**src/hdl/assert_macros.svh**
```systemverilog
// ----------------------------------------------------------------------------
// assert_macros.svh
// Concurrent assertion shorthands clocked on clk, disabled while in reset.
// ----------------------------------------------------------------------------
`ifndef ASSERT_MACROS_SVH
`define ASSERT_MACROS_SVH

// Check a property at every rising edge of clk outside reset
`define ASSERT_CLK(label, prop, msg) \
    label: assert property (@(posedge clk) disable iff (!rst_n) (prop)) else $error(msg);

// Check that a condition never holds at a rising edge of clk outside reset
`define ASSERT_NEVER(label, cond, msg) \
    label: assert property (@(posedge clk) disable iff (!rst_n) !(cond)) else $error(msg);

`endif

```
**src/hdl/zcdp_pkg.sv**
```systemverilog
// ----------------------------------------------------------------------------
// zcdp_pkg
// Shared types and constants of the ZIP central directory parser.
// ----------------------------------------------------------------------------
`timescale 1ns / 1ps

package zcdp_pkg;

    localparam int          HDR_LEN   = 46;
    localparam logic [31:0] SIGNATURE = 32'h0201_4b50;

    // Byte offsets inside the fixed entry header
    localparam int FLAGS_AT    = 8;
    localparam int METHOD_AT   = 10;
    localparam int CRC_AT      = 16;
    localparam int PACKED_AT   = 20;
    localparam int PLAIN_AT    = 24;
    localparam int NAME_LEN_AT = 28;
    localparam int EXTRA_AT    = 30;
    localparam int COMMENT_AT  = 32;
    localparam int OFFSET_AT   = 42;

    // Result kinds
    localparam logic [1:0] KIND_HEADER = 2'd0;
    localparam logic [1:0] KIND_NAME   = 2'd1;
    localparam logic [1:0] KIND_ERROR  = 2'd2;
    localparam logic [1:0] KIND_DONE   = 2'd3;

    // Error codes
    localparam logic [1:0] ERR_SIGNATURE = 2'd0;
    localparam logic [1:0] ERR_OVERRUN   = 2'd1;
    localparam logic [1:0] ERR_TRUNCATED = 2'd2;

    // Configuration register indexes
    localparam logic CFG_ENTRY_TOTAL = 1'b0;
    localparam logic CFG_DIR_SIZE    = 1'b1;

    localparam int TDATA_W = 208;

    typedef struct packed {
        logic [23:0] sig_low;
        logic [15:0] flag_bits;
        logic [15:0] method;
        logic [31:0] crc_value;
        logic [31:0] packed_size;
        logic [31:0] plain_size;
        logic [15:0] name_len;
        logic [15:0] extra_len;
        logic [15:0] comment_len;
        logic [23:0] offset_low;
    } hdr_fields_t;

    typedef struct packed {
        logic [1:0]  kind;
        logic [15:0] entry_index;
        logic [31:0] crc_value;
        logic [31:0] packed_size;
        logic [31:0] plain_size;
        logic [15:0] method;
        logic [15:0] flag_bits;
        logic [31:0] header_offset;
        logic [15:0] name_length;
        logic [7:0]  name_char;
        logic [1:0]  error_code;
    } res_t;

    typedef struct packed {
        logic stopped;
        logic in_header;
    } seq_status_t;

endpackage

```
**src/hdl/zcdp_header_store.sv**
```systemverilog
// ----------------------------------------------------------------------------
// zcdp_header_store
// Byte store for the 46-byte fixed entry header, with field decode.
// ----------------------------------------------------------------------------
`timescale 1ns / 1ps

module zcdp_header_store
    import zcdp_pkg::*;
(
    input  logic        clk,
    input  logic        wr_en,
    input  logic [5:0]  wr_addr,
    input  logic [7:0]  wr_byte,
    output hdr_fields_t fields
);

    logic [7:0] hdr_reg [HDR_LEN];

    always_ff @(posedge clk)
    begin
        if (wr_en)
        begin
            hdr_reg[wr_addr] <= wr_byte;
        end
    end

    assign fields.sig_low     = {hdr_reg[2], hdr_reg[1], hdr_reg[0]};
    assign fields.flag_bits   = {hdr_reg[FLAGS_AT + 1], hdr_reg[FLAGS_AT]};
    assign fields.method      = {hdr_reg[METHOD_AT + 1], hdr_reg[METHOD_AT]};
    assign fields.crc_value   = {hdr_reg[CRC_AT + 3], hdr_reg[CRC_AT + 2],
                                 hdr_reg[CRC_AT + 1], hdr_reg[CRC_AT]};
    assign fields.packed_size = {hdr_reg[PACKED_AT + 3], hdr_reg[PACKED_AT + 2],
                                 hdr_reg[PACKED_AT + 1], hdr_reg[PACKED_AT]};
    assign fields.plain_size  = {hdr_reg[PLAIN_AT + 3], hdr_reg[PLAIN_AT + 2],
                                 hdr_reg[PLAIN_AT + 1], hdr_reg[PLAIN_AT]};
    assign fields.name_len    = {hdr_reg[NAME_LEN_AT + 1], hdr_reg[NAME_LEN_AT]};
    assign fields.extra_len   = {hdr_reg[EXTRA_AT + 1], hdr_reg[EXTRA_AT]};
    assign fields.comment_len = {hdr_reg[COMMENT_AT + 1], hdr_reg[COMMENT_AT]};
    // top offset byte arrives with the last header byte and is not read here
    assign fields.offset_low  = {hdr_reg[OFFSET_AT + 2], hdr_reg[OFFSET_AT + 1],
                                 hdr_reg[OFFSET_AT]};

endmodule

```
**src/hdl/zcdp_sequencer.sv**
```systemverilog
// ----------------------------------------------------------------------------
// zcdp_sequencer
// Per-byte record walker: header, name and skip phases, entry bookkeeping.
// ----------------------------------------------------------------------------
`timescale 1ns / 1ps

module zcdp_sequencer
    import zcdp_pkg::*;
(
    input  logic        clk,
    input  logic        rst_n,
    input  logic        step,
    input  logic [7:0]  data_byte,
    input  logic        last_byte,
    input  logic [15:0] entry_total,
    input  logic [31:0] dir_size,
    input  hdr_fields_t fields,
    output logic        hdr_wr,
    output logic [5:0]  hdr_addr,
    output logic        res_valid,
    output res_t        res,
    output seq_status_t status
);

    localparam logic [1:0] PH_HEADER = 2'd0;
    localparam logic [1:0] PH_NAME   = 2'd1;
    localparam logic [1:0] PH_SKIP   = 2'd2;
    localparam logic [1:0] PH_STOP   = 2'd3;

    logic [1:0]  phase_reg, phase_next;
    logic [17:0] bir_reg, bir_next;
    logic [15:0] seen_reg, seen_next;
    logic [32:0] pos_reg, pos_next;
    logic [17:0] skip_reg, skip_next;

    logic [17:0] bir_inc;
    logic [17:0] skip_dec;
    logic [17:0] name_end;
    logic [33:0] end_sum;
    logic        made;
    logic        rec_done;
    logic        hard_err;
    logic        complete_now;
    logic        complete_after;

    assign hdr_addr = bir_reg[5:0];
    assign bir_inc  = bir_reg + 18'd1;
    assign skip_dec = (skip_reg != 18'd0) ? skip_reg - 18'd1 : skip_reg;
    assign name_end = 18'(HDR_LEN) + 18'(fields.name_len);
    assign end_sum  = 34'(pos_reg) + 34'(HDR_LEN) + 34'(fields.name_len)
                    + 34'(fields.extra_len) + 34'(fields.comment_len);
    assign complete_now = (phase_reg == PH_HEADER) && (bir_reg == 18'd0)
                       && (seen_reg >= entry_total);

    assign status.stopped   = (phase_reg == PH_STOP);
    assign status.in_header = (phase_reg == PH_HEADER);

    always_comb
    begin
        phase_next     = phase_reg;
        bir_next       = bir_reg;
        seen_next      = seen_reg;
        pos_next       = pos_reg;
        skip_next      = skip_reg;
        hdr_wr         = 1'b0;
        res_valid      = 1'b0;
        res            = '0;
        res.entry_index = seen_reg;
        made           = 1'b0;
        rec_done       = 1'b0;
        hard_err       = 1'b0;
        complete_after = 1'b0;

        if (step && (phase_reg != PH_STOP))
        begin
            if (complete_now)
            begin
                res_valid  = 1'b1;
                res.kind   = KIND_DONE;
                phase_next = PH_STOP;
            end
            else
            begin
                unique case (phase_reg)
                    PH_HEADER:
                    begin
                        hdr_wr   = 1'b1;
                        bir_next = bir_inc;
                        if ((bir_inc == 18'd4) && ({data_byte, fields.sig_low} != SIGNATURE))
                        begin
                            hard_err       = 1'b1;
                            res_valid      = 1'b1;
                            res.kind       = KIND_ERROR;
                            res.error_code = ERR_SIGNATURE;
                            phase_next     = PH_STOP;
                        end
                        else if (bir_inc == 18'(HDR_LEN))
                        begin
                            if (end_sum > 34'(dir_size))
                            begin
                                hard_err       = 1'b1;
                                res_valid      = 1'b1;
                                res.kind       = KIND_ERROR;
                                res.error_code = ERR_OVERRUN;
                                phase_next     = PH_STOP;
                            end
                            else
                            begin
                                made              = 1'b1;
                                res.kind          = KIND_HEADER;
                                res.crc_value     = fields.crc_value;
                                res.packed_size   = fields.packed_size;
                                res.plain_size    = fields.plain_size;
                                res.method        = fields.method;
                                res.flag_bits     = fields.flag_bits;
                                res.header_offset = {data_byte, fields.offset_low};
                                res.name_length   = fields.name_len;
                                skip_next = 18'(fields.extra_len) + 18'(fields.comment_len);
                                if (fields.name_len != 16'd0)
                                begin
                                    phase_next = PH_NAME;
                                end
                                else if (skip_next != 18'd0)
                                begin
                                    phase_next = PH_SKIP;
                                end
                                else
                                begin
                                    rec_done = 1'b1;
                                end
                            end
                        end
                    end
                    PH_NAME:
                    begin
                        made          = 1'b1;
                        res.kind      = KIND_NAME;
                        res.name_char = data_byte;
                        bir_next      = bir_inc;
                        if (bir_inc >= name_end)
                        begin
                            if (skip_reg != 18'd0)
                            begin
                                phase_next = PH_SKIP;
                            end
                            else
                            begin
                                rec_done = 1'b1;
                            end
                        end
                    end
                    PH_SKIP:
                    begin
                        bir_next  = bir_inc;
                        skip_next = skip_dec;
                        if (skip_dec == 18'd0)
                        begin
                            rec_done = 1'b1;
                        end
                    end
                    default:
                    begin
                        phase_next = PH_STOP;
                    end
                endcase

                if (rec_done)
                begin
                    seen_next  = seen_reg + 16'd1;
                    pos_next   = pos_reg + 33'(bir_inc);
                    bir_next   = 18'd0;
                    phase_next = PH_HEADER;
                end

                if (!hard_err)
                begin
                    complete_after = (phase_next == PH_HEADER) && (bir_next == 18'd0)
                                  && (seen_next >= entry_total);
                    if (last_byte && !complete_after)
                    begin
                        res             = '0;
                        res_valid       = 1'b1;
                        res.kind        = KIND_ERROR;
                        res.entry_index = seen_next;
                        res.error_code  = ERR_TRUNCATED;
                        phase_next      = PH_STOP;
                    end
                    else if (!made && complete_after)
                    begin
                        res             = '0;
                        res_valid       = 1'b1;
                        res.kind        = KIND_DONE;
                        res.entry_index = seen_next;
                        phase_next      = PH_STOP;
                    end
                    else
                    begin
                        res_valid = made;
                    end
                end
            end
        end
    end

    always_ff @(posedge clk or negedge rst_n)
    begin
        if (!rst_n)
        begin
            phase_reg <= PH_HEADER;
            bir_reg   <= '0;
            seen_reg  <= '0;
            pos_reg   <= '0;
            skip_reg  <= '0;
        end
        else
        begin
            phase_reg <= phase_next;
            bir_reg   <= bir_next;
            seen_reg  <= seen_next;
            pos_reg   <= pos_next;
            skip_reg  <= skip_next;
        end
    end

endmodule

```
**src/hdl/zcdp_out_stage.sv**
```systemverilog
// ----------------------------------------------------------------------------
// zcdp_out_stage
// Result register between the sequencer and the master stream side.
// ----------------------------------------------------------------------------
`timescale 1ns / 1ps

module zcdp_out_stage
    import zcdp_pkg::*;
(
    input  logic clk,
    input  logic rst_n,
    input  logic in_valid,
    input  res_t in_res,
    output logic can_load,
    input  logic out_ready,
    output logic out_valid,
    output res_t out_res
);

    logic valid_reg, valid_next;
    res_t res_reg;

    // free, or emptied by the sink in this cycle
    assign can_load   = !valid_reg || out_ready;
    assign valid_next = can_load ? in_valid : valid_reg;

    always_ff @(posedge clk or negedge rst_n)
    begin
        if (!rst_n)
        begin
            valid_reg <= 1'b0;
        end
        else
        begin
            valid_reg <= valid_next;
        end
    end

    always_ff @(posedge clk)
    begin
        if (can_load && in_valid)
        begin
            res_reg <= in_res;
        end
    end

    assign out_valid = valid_reg;
    assign out_res   = res_reg;

endmodule

```
**src/hdl/zip_central_directory_parser.sv**
```systemverilog
// ----------------------------------------------------------------------------
// zip_central_directory_parser
// Byte-stream walker of a ZIP central directory: entry descriptors, name
// bytes, done and error reports.
// ----------------------------------------------------------------------------
// Feed the central directory one byte per transaction, starting at its first
// byte, with s_tlast on the final byte present in the archive. The block takes
// one byte every clock cycle: each byte updates the record counters and the
// header byte store in the same cycle, and its result, if any, lands in a
// single output register. Input stalls only while that register holds a result
// the sink has not taken. Per entry the block returns one descriptor (after
// the 46th header byte), then one transaction per file-name byte; extra-field
// and comment bytes produce nothing. After entry_total entries a done result
// follows, on the byte that closes the last entry if it carries no other
// result, else on the next byte. A bad signature, an entry ending past
// dir_size, or s_tlast before the directory is complete produces one error
// result. After done or an error all further bytes are taken and dropped until
// reset. Write the configuration registers only while the block is idle.
// ----------------------------------------------------------------------------
`timescale 1ns / 1ps

`include "assert_macros.svh"

module zip_central_directory_parser
    import zcdp_pkg::*;
(
    input  logic               clk,
    input  logic               rst_n,
    // configuration write port: index 0 entry_total, index 1 dir_size
    input  logic               cfg_we,
    input  logic               cfg_index,
    input  logic [31:0]        cfg_data,
    // input stream
    input  logic               s_tvalid,
    output logic               s_tready,
    input  logic [7:0]         s_tdata,    // [7:0] data_byte
    input  logic               s_tlast,    // last_byte
    // result stream
    output logic               m_tvalid,
    input  logic               m_tready,
    // [15:0] entry_index, [47:16] crc_value, [79:48] packed_size,
    // [111:80] plain_size, [127:112] method, [143:128] flag_bits,
    // [175:144] header_offset, [191:176] name_length, [199:192] name_char,
    // [201:200] error_code, [207:202] zero
    output logic [TDATA_W-1:0] m_tdata,
    output logic [1:0]         m_tuser     // [1:0] kind
);

    logic [15:0] entry_total_reg;
    logic [31:0] dir_size_reg;

    logic        step;
    logic        can_load;
    logic        hdr_wr;
    logic [5:0]  hdr_addr;
    logic        res_valid;
    res_t        res;
    res_t        out_res;
    hdr_fields_t fields;
    seq_status_t status;

    // Configuration registers; unknown index cannot occur on a one-bit index
    always_ff @(posedge clk or negedge rst_n)
    begin
        if (!rst_n)
        begin
            entry_total_reg <= '0;
            dir_size_reg    <= '0;
        end
        else if (cfg_we)
        begin
            unique case (cfg_index)
                CFG_ENTRY_TOTAL: entry_total_reg <= cfg_data[15:0];
                CFG_DIR_SIZE:    dir_size_reg    <= cfg_data;
                default:         ;
            endcase
        end
    end

    // Accept a byte whenever the result register can take this cycle's result
    assign s_tready = can_load;
    assign step     = s_tvalid && can_load;

    zcdp_header_store u_store (
        .clk     (clk),
        .wr_en   (hdr_wr),
        .wr_addr (hdr_addr),
        .wr_byte (s_tdata),
        .fields  (fields)
    );

    zcdp_sequencer u_seq (
        .clk         (clk),
        .rst_n       (rst_n),
        .step        (step),
        .data_byte   (s_tdata),
        .last_byte   (s_tlast),
        .entry_total (entry_total_reg),
        .dir_size    (dir_size_reg),
        .fields      (fields),
        .hdr_wr      (hdr_wr),
        .hdr_addr    (hdr_addr),
        .res_valid   (res_valid),
        .res         (res),
        .status      (status)
    );

    zcdp_out_stage u_out (
        .clk       (clk),
        .rst_n     (rst_n),
        .in_valid  (res_valid),
        .in_res    (res),
        .can_load  (can_load),
        .out_ready (m_tready),
        .out_valid (m_tvalid),
        .out_res   (out_res)
    );

    // Pack the result fields, lowest field first
    assign m_tuser = out_res.kind;
    assign m_tdata = {6'd0,
                      out_res.error_code,
                      out_res.name_char,
                      out_res.name_length,
                      out_res.header_offset,
                      out_res.flag_bits,
                      out_res.method,
                      out_res.plain_size,
                      out_res.packed_size,
                      out_res.crc_value,
                      out_res.entry_index};

    // Once stopped, the walker never restarts before reset
    `ASSERT_CLK(a_stop_sticks, status.stopped |=> status.stopped, "walker left stopped state")

    // A pending error or done result means the walker has stopped
    `ASSERT_CLK(a_final_stops, m_tvalid && (m_tuser == KIND_ERROR || m_tuser == KIND_DONE) |-> status.stopped, "final result while walker still running")

    // A descriptor carries no name byte and no error code
    `ASSERT_NEVER(a_hdr_clean, m_tvalid && m_tuser == KIND_HEADER && m_tdata[201:192] != 10'd0, "descriptor with stray name or error bits")

    // The header store is written only in the header phase
    `ASSERT_CLK(a_wr_in_header, hdr_wr |-> status.in_header && step, "header store written outside header phase")

endmodule
```
**config.mk**
```make
export PLATFORM = sky130hd
export DESIGN_NAME = zip_central_directory_parser
export DESIGN_NICKNAME = d
export VERILOG_FILES = /design/src/hdl/zcdp_pkg.sv /design/src/hdl/zcdp_header_store.sv /design/src/hdl/zcdp_sequencer.sv /design/src/hdl/zcdp_out_stage.sv /design/src/hdl/zip_central_directory_parser.sv
export VERILOG_INCLUDE_DIRS = /design/src /design/src/hdl
export SDC_FILE = /design/constraint.sdc
export NUM_CORES = 1
export LEC_CHECK = 0
export ABC_AREA = 1
export BUFFER_PORTS_ARGS = -buffer_cell sky130_fd_sc_hd__buf_4
export CAP_MARGIN = 25
export CELL_PAD_IN_SITES_DETAIL_PLACEMENT = 0
export CELL_PAD_IN_SITES_GLOBAL_PLACEMENT = 2
export CORE_ASPECT_RATIO = 1.5
export CORE_MARGIN = 4
export CORE_UTILIZATION = 30
export DETAILED_ROUTE_END_ITERATION = 12
export GPL_ROUTABILITY_DRIVEN = 0
export GPL_TIMING_DRIVEN = 0
export PLACE_DENSITY_LB_ADDON = 0.1
export RECOVER_POWER = 50
export SYNTH_ARGS = -nofsm -noshare
export SYNTH_HDL_FRONTEND = slang
export SYNTH_SLANG_ARGS = --single-unit
```
**constraint.sdc**
```tcl
create_clock -name clk -period 11.5 [get_ports clk]
set_input_delay 1.725 -clock clk [delete_from_list [all_inputs] [get_ports clk]]
set_output_delay 1.725 -clock clk [all_outputs]
set_load 0.02 [all_outputs]
```
### After elaboration in Yosys (flattened, before gate mapping)

Memories as Yosys holds them, arrays and structs flattened.
Index checks and enable logic that the tools add are counted.

* order comparisons: 4
* bitwise operators: 3
* mux-type cells: 79
* add/sub/neg operators: 10
* equality and inequality tests: 9
* reductions and logical operators: 30

Operators by type and width (count)
* 2-to-1 mux 176 bit: 4
* 2-to-1 mux 204 bit: 3
* 2-to-1 mux 202 bit: 2
* 2-to-1 mux 18 bit: 8
* adder 34 x 16 -> 34 bit: 3
* zero test 18 bit: 3
* 2-to-1 mux 16 bit: 3
* 2-to-1 mux 2 bit: 21
* one-hot mux 18 bit (2 select lines): 1
* nonzero test 18 bit: 2
* adder 33 x 6 -> 34 bit, second input constant: 1
* greater-than comparator 34 x 32 -> 1 bit: 1
* adder 33 x 18 -> 33 bit: 1
* >= comparator 16 bit: 2
* 2-to-1 mux 1 bit: 32
* != test 32 x 26 -> 1 bit, second input constant: 1
* adder 18 x 1 -> 18 bit, second input constant: 1
* == test 18 x 3 -> 1 bit, second input constant: 1
* == test 18 x 6 -> 1 bit, second input constant: 1
* >= comparator 18 bit: 1
* subtractor 18 x 1 -> 18 bit, second input constant: 1
* adder 16 x 16 -> 17 bit: 1
* adder 6 x 16 -> 17 bit, first input constant: 1
* adder 16 x 1 -> 16 bit, second input constant: 1
* 21 further kinds: 39

* word-level logic and storage cells: 155
* flip-flop bits (word level): 340
* bits of input ports: 47
* output and inout bits: 212
* memories: 1
* memory bits (writable): 368

Memories
* u_store.hdr_reg: depth 46, width 8, rd ports 28, clocked after Yosys merged registers in 0, write ports 1, RTL line zcdp_header_store.sv:17 `logic [7:0] hdr_reg [HDR_LEN];`

### Depth between registers and ports, before layout

* word-level depth: 24
* mapped depth: 64

### Modules after synthesis

A second synthesis with hierarchy kept.

* cell total of the unflattened synthesis: 3131
* area total of the unflattened synthesis: 30722.0 µm²

By module, submodules not included
* zcdp_sequencer: cells an instance 2425, instances 1, area each 15647.5 µm², sequential area each 2177.1 µm²
* zcdp_header_store: cells an instance 278, instances 1, area each 6961.7 µm², sequential area each 6726.5 µm²
* zcdp_out_stage: cells an instance 210, instances 1, area each 6170.9 µm², sequential area each 6150.9 µm²
* zip_central_directory_parser: cells an instance 218, instances 1, area each 1941.9 µm², sequential area each 1201.2 µm²

### Least setup slack after synthesis

Ideal clock, no wire load.

* path kind: register -> register
* start: memory u_store.hdr_reg[28][6]
* end: register u_out.res_reg (netlist bit u_out.out_res[0]), enable pin
* stages on the path, launching flop included: 58
* library setup time: 556 ps
* arrival: 10658 ps
* setup slack: 286 ps
* cell sequence: edfxtp_1 -> inv_1 -> fa_1 -> fa_1 -> inv_1 -> ha_1 -> ha_1 -> a21oi_1 -> o21a_1 -> nand2_1 -> a21oi_1 -> inv_1 -> a31oi_1 -> inv_1 -> nand3_1 -> and3_1 -> inv_1 -> nand2_1 -> [... 22 more ...] -> o21ai_0 -> nand2_1 -> nand2_1 -> nand2_1 -> nand2_1 -> nand2_1 -> nand2_1 -> nand2_1 -> nand2_1 -> nand2_1 -> a21oi_1 -> o21ai_0 -> nand3_1 -> nor2_1 -> nand2_1 -> nand2_1 -> nand2_1 -> inv_1

RTL lines
* start: declaration: RTL line zcdp_header_store.sv:17
* end signal: assignment: RTL line zcdp_out_stage.sv:43 `res_reg <= in_res;`
* end: declaration: RTL line zcdp_out_stage.sv:21 `res_t res_reg;`

==> results.toml <==
[outcome]
status = "finished with violations"
violations = "max-capacitance violations, max-slew violations"

[floorplan]
die_y_um = 394
ios = 259
rows = 141
initial_core_util_pct = 30.2
core-area_um2 = 98400
chipWidth_um = 265
dieArea_um2 = 104000

[worst_setup_path]
cp-end-kind = "flip-flop"
reg2reg_slack_ns = 0.98
cp_data_arrival_time_ns = 10.80
path_max_fanout = 138
startpoint_type = "flip-flop"
max_stage_delay_ns = 0.52
cp_common_cell = "nand2_1"
path_class = "flip-flop to flip-flop"
required_ns = 11.78
slowest_stage = "fa_1"

[power_and_ir_drop]
pwr-share-seq_pct = 43.3
power.leakage_uw = 0.0138
switching_share_pct = 32.4
comb_power_share_pct = 21.4
p_int_uw = 3810
ir_worst_vdd_mv = 0.137
p_per_area_nw_per_um2 = 163
switchingPower_uw = 1830
clkPwrFrac_pct = 35.3

[synth]
yosys_warnings = 0
synthMuxAreaShare_pct = 0
syn-cell-area_um2 = 29700
synthFlopType = "edfxtp_1"
yosys.area_share.simple_pct = 21.3
synth-compound-area-share_pct = 5.39
syn_inst = 2981
yosys.area_share.xor_xnor_pct = 3.00
syn-mean-instance-area_um2 = 9.98
ys_types = 53
synth_top_area_cell = "edfxtp_1"
synth_seq_cells = 564
yosys-top-cells-area = "edfxtp_1 43%, dfrtp_1 11%, nand2_1 8.9%"
synth-edff-count = 428
synthAdderAreaFrac_pct = 8.94
synthArstFlopShare_pct = 24.1
synth_top_family_by_area = "simple AND/OR/NAND/NOR gates"
synth-seq-area-share_pct = 54.7
synth_top_area_share_pct = 43.2

[sta]
tns_ns = 0
report.final.slew_viol_count = 388
finalCritPeriodShare_pct = 91.4
setup_violations = 0
slew_headroom_pct = -170
max_freq_mhz = 95.1
hold_viol_final = 0
min_period_ns = 10.52
tightest_slew_ns = 4.05
rsz0062_at_grt = "no"
fin_skew_ns = 0.0399

[placed_design]
numPortBuffers = 252
post-dp-hpwl_mm = 70.2

[cells_and_area]
final_cell_mix = "705 x nand2_1, 428 x edfxtp_1, 366 x inv_1"
fill_cells = 10300
final_common_cell = "nand2_1"
multi_input_area_um2 = 11500
area_growth_pct = 16.1
drive_above_1_share_pct = 8.92
area.sequential_um2 = 16300
largest_register_ffs = 224
fin_nets = 3543
final_core_util_pct = 35.1

[global_routing]
grt_overflow = 0
grt_pass1_vias = 22000
grt_first_pass_wirelength_mm = 137
grt_max_degree = 139
track_usage_pct = 17.1
antenna_found_initial = 2

[cts]
post_cts_buffers = 0
postCtsHoldBufs = 0
clockRootBuffer = "clkbuf_16"
clkTransAtPathRegs_ns = 0.07
clock_sinks = 564
cts_tree = "yes"
cts_max_level = 2
cts_made_buffers = 59
worstSkewPairLatency_ns = 0.66
clock_path_buffers = 3

[drt]
drcViolationCount = 0
drtIter0Drc = 1031
drt-pass1-iter-count = 5
vias_per_cell = 4.55
antenna_left = 0
wire_per_inst_um = 19.5
drt_wl_total_mm = 90.5
vias = 21100

[flow_run]
drv_cap = 10

[min_path]
hold_path_class = "flip-flop to flip-flop"
==> worst max-delay path, delay by kind of cell, from the launching register on <==
family,cells,cell delay (ns)
adder cells (fa/ha/maj),6,2.34
XOR/XNOR,2,0.45
AND/OR/NAND/NOR,25,3.22
AO/OA/AOI/OAI,8,1.70
buffers and inverters,10,1.69
flip-flops,1,0.46
==> metal layers <==
metal | wire length, um | vias to the layer above | GRT usage [%]
met5 | 0 | - | 0
li1 | - | 10500 | -
met1 | 36200 | 10100 | 19.8
met3 | 3610 | 99 | 2.02
met2 | 48400 | 454 | 32.9
met4 | 2270 | 0 | 4.53
==> cell families (layout without fill, tap and decap cells) <==
logic type / Yosys count / in the layout
AOI/OAI and AO/OA: 299 / 299
xor gates and xnor gates: 100 / 100
adders and majority gates: 192 / 192
buffers and inverters: 464 / 829
DFF: 564 / 564
other: 1 / 7
and+or+nand+nor: 1361 / 1361
==> cell usage after synthesis (3+ instances only) <==
cell	count
nor2_4	93
buf_4	10
o41ai_1	3
xnor2_1	29
nor3_1	36
dfrtp_1	136
a31oi_1	13
buf_6	4
xor2_1	69
fa_1	34
buf_2	9
and2_1	5
o31ai_1	3
o21ai_0	137
nand2_1	705
nor4_1	12
a21o_1	5
o211ai_1	5
buf_12	10
nand4_1	54
o21ai_1	13
clkbuf_1	49
a21oi_1	103
nand3_1	110
nand2_2	4
inv_2	7
nand3b_1	11
ha_1	158
a211oi_1	4
nor2_1	304
a21boi_0	5
edfxtp_1	428
inv_1	367
clkinv_1	5
nor2_2	15
==> final timing paths <==
| check | from | to | depth (start not counted) |
|---|---|---|---|
| hold / removal | entry_total_reg[7] | entry_total_reg[7] | 2 |
| hold reg to reg | entry_total_reg[7] | entry_total_reg[7] | 2 |
| setup reg to reg | u_store.hdr_reg[28][6] | u_out.out_res[142] | 51 |
| setup / recovery | u_store.hdr_reg[28][6] | u_out.out_res[142] | 51 |
| max in group asynchronous | rst_n | u_seq.pos_reg[26] | 2 |
| min in group asynchronous | rst_n | u_seq.seen_reg[14] | 1 |
==> area by class of cell <==
cell class | instances | area share (%)
sequential | 564 | 47.1
multi-input combinational | 1958 | 33.3
tap | 1287 | 4.66
clock buffer | 71 | 4.58
inverter | 380 | 4.16
timing repair buffer | 257 | 3.26
buffer | 84 | 1.65
clock inverter | 37 | 1.30
antenna | 1 | 0.00724
==> power by group through the flow <==
stage               Clock, uW  Combinational (uW)  Sequential (uW)
floorplan                   0                 736             2510
global placement            0                1250             2500
detailed placement          0                1260             2480
CTS                      2060                1270             2440
global route             2140                1350             2460
finish                   1990                1210             2440
==> timing repair <==
action | 4_1_cts | 5_1_grt
hold endpoints to repair | 0 | 0
endpoints found under the setup margin | 0 | 105
resized for setup | 0 | 2
==> stage by stage <==
stage	power [uW]	instances	hold slack (ns)	setup WS (ns)	cell area [um^2]
global route	5950	4638	0.506	0.00345	34500
CTS	5770	4638	0.494	0.863	35400
detailed placement	3740	4530	0.478	0.901	33400
floorplan	3250	2986	0.453	0.286	29800
global placement	3750	4525	0.480	-3.79	33300
finish	5640	4639	0.490	0.985	34500
(Power assumes the default switching activity.)
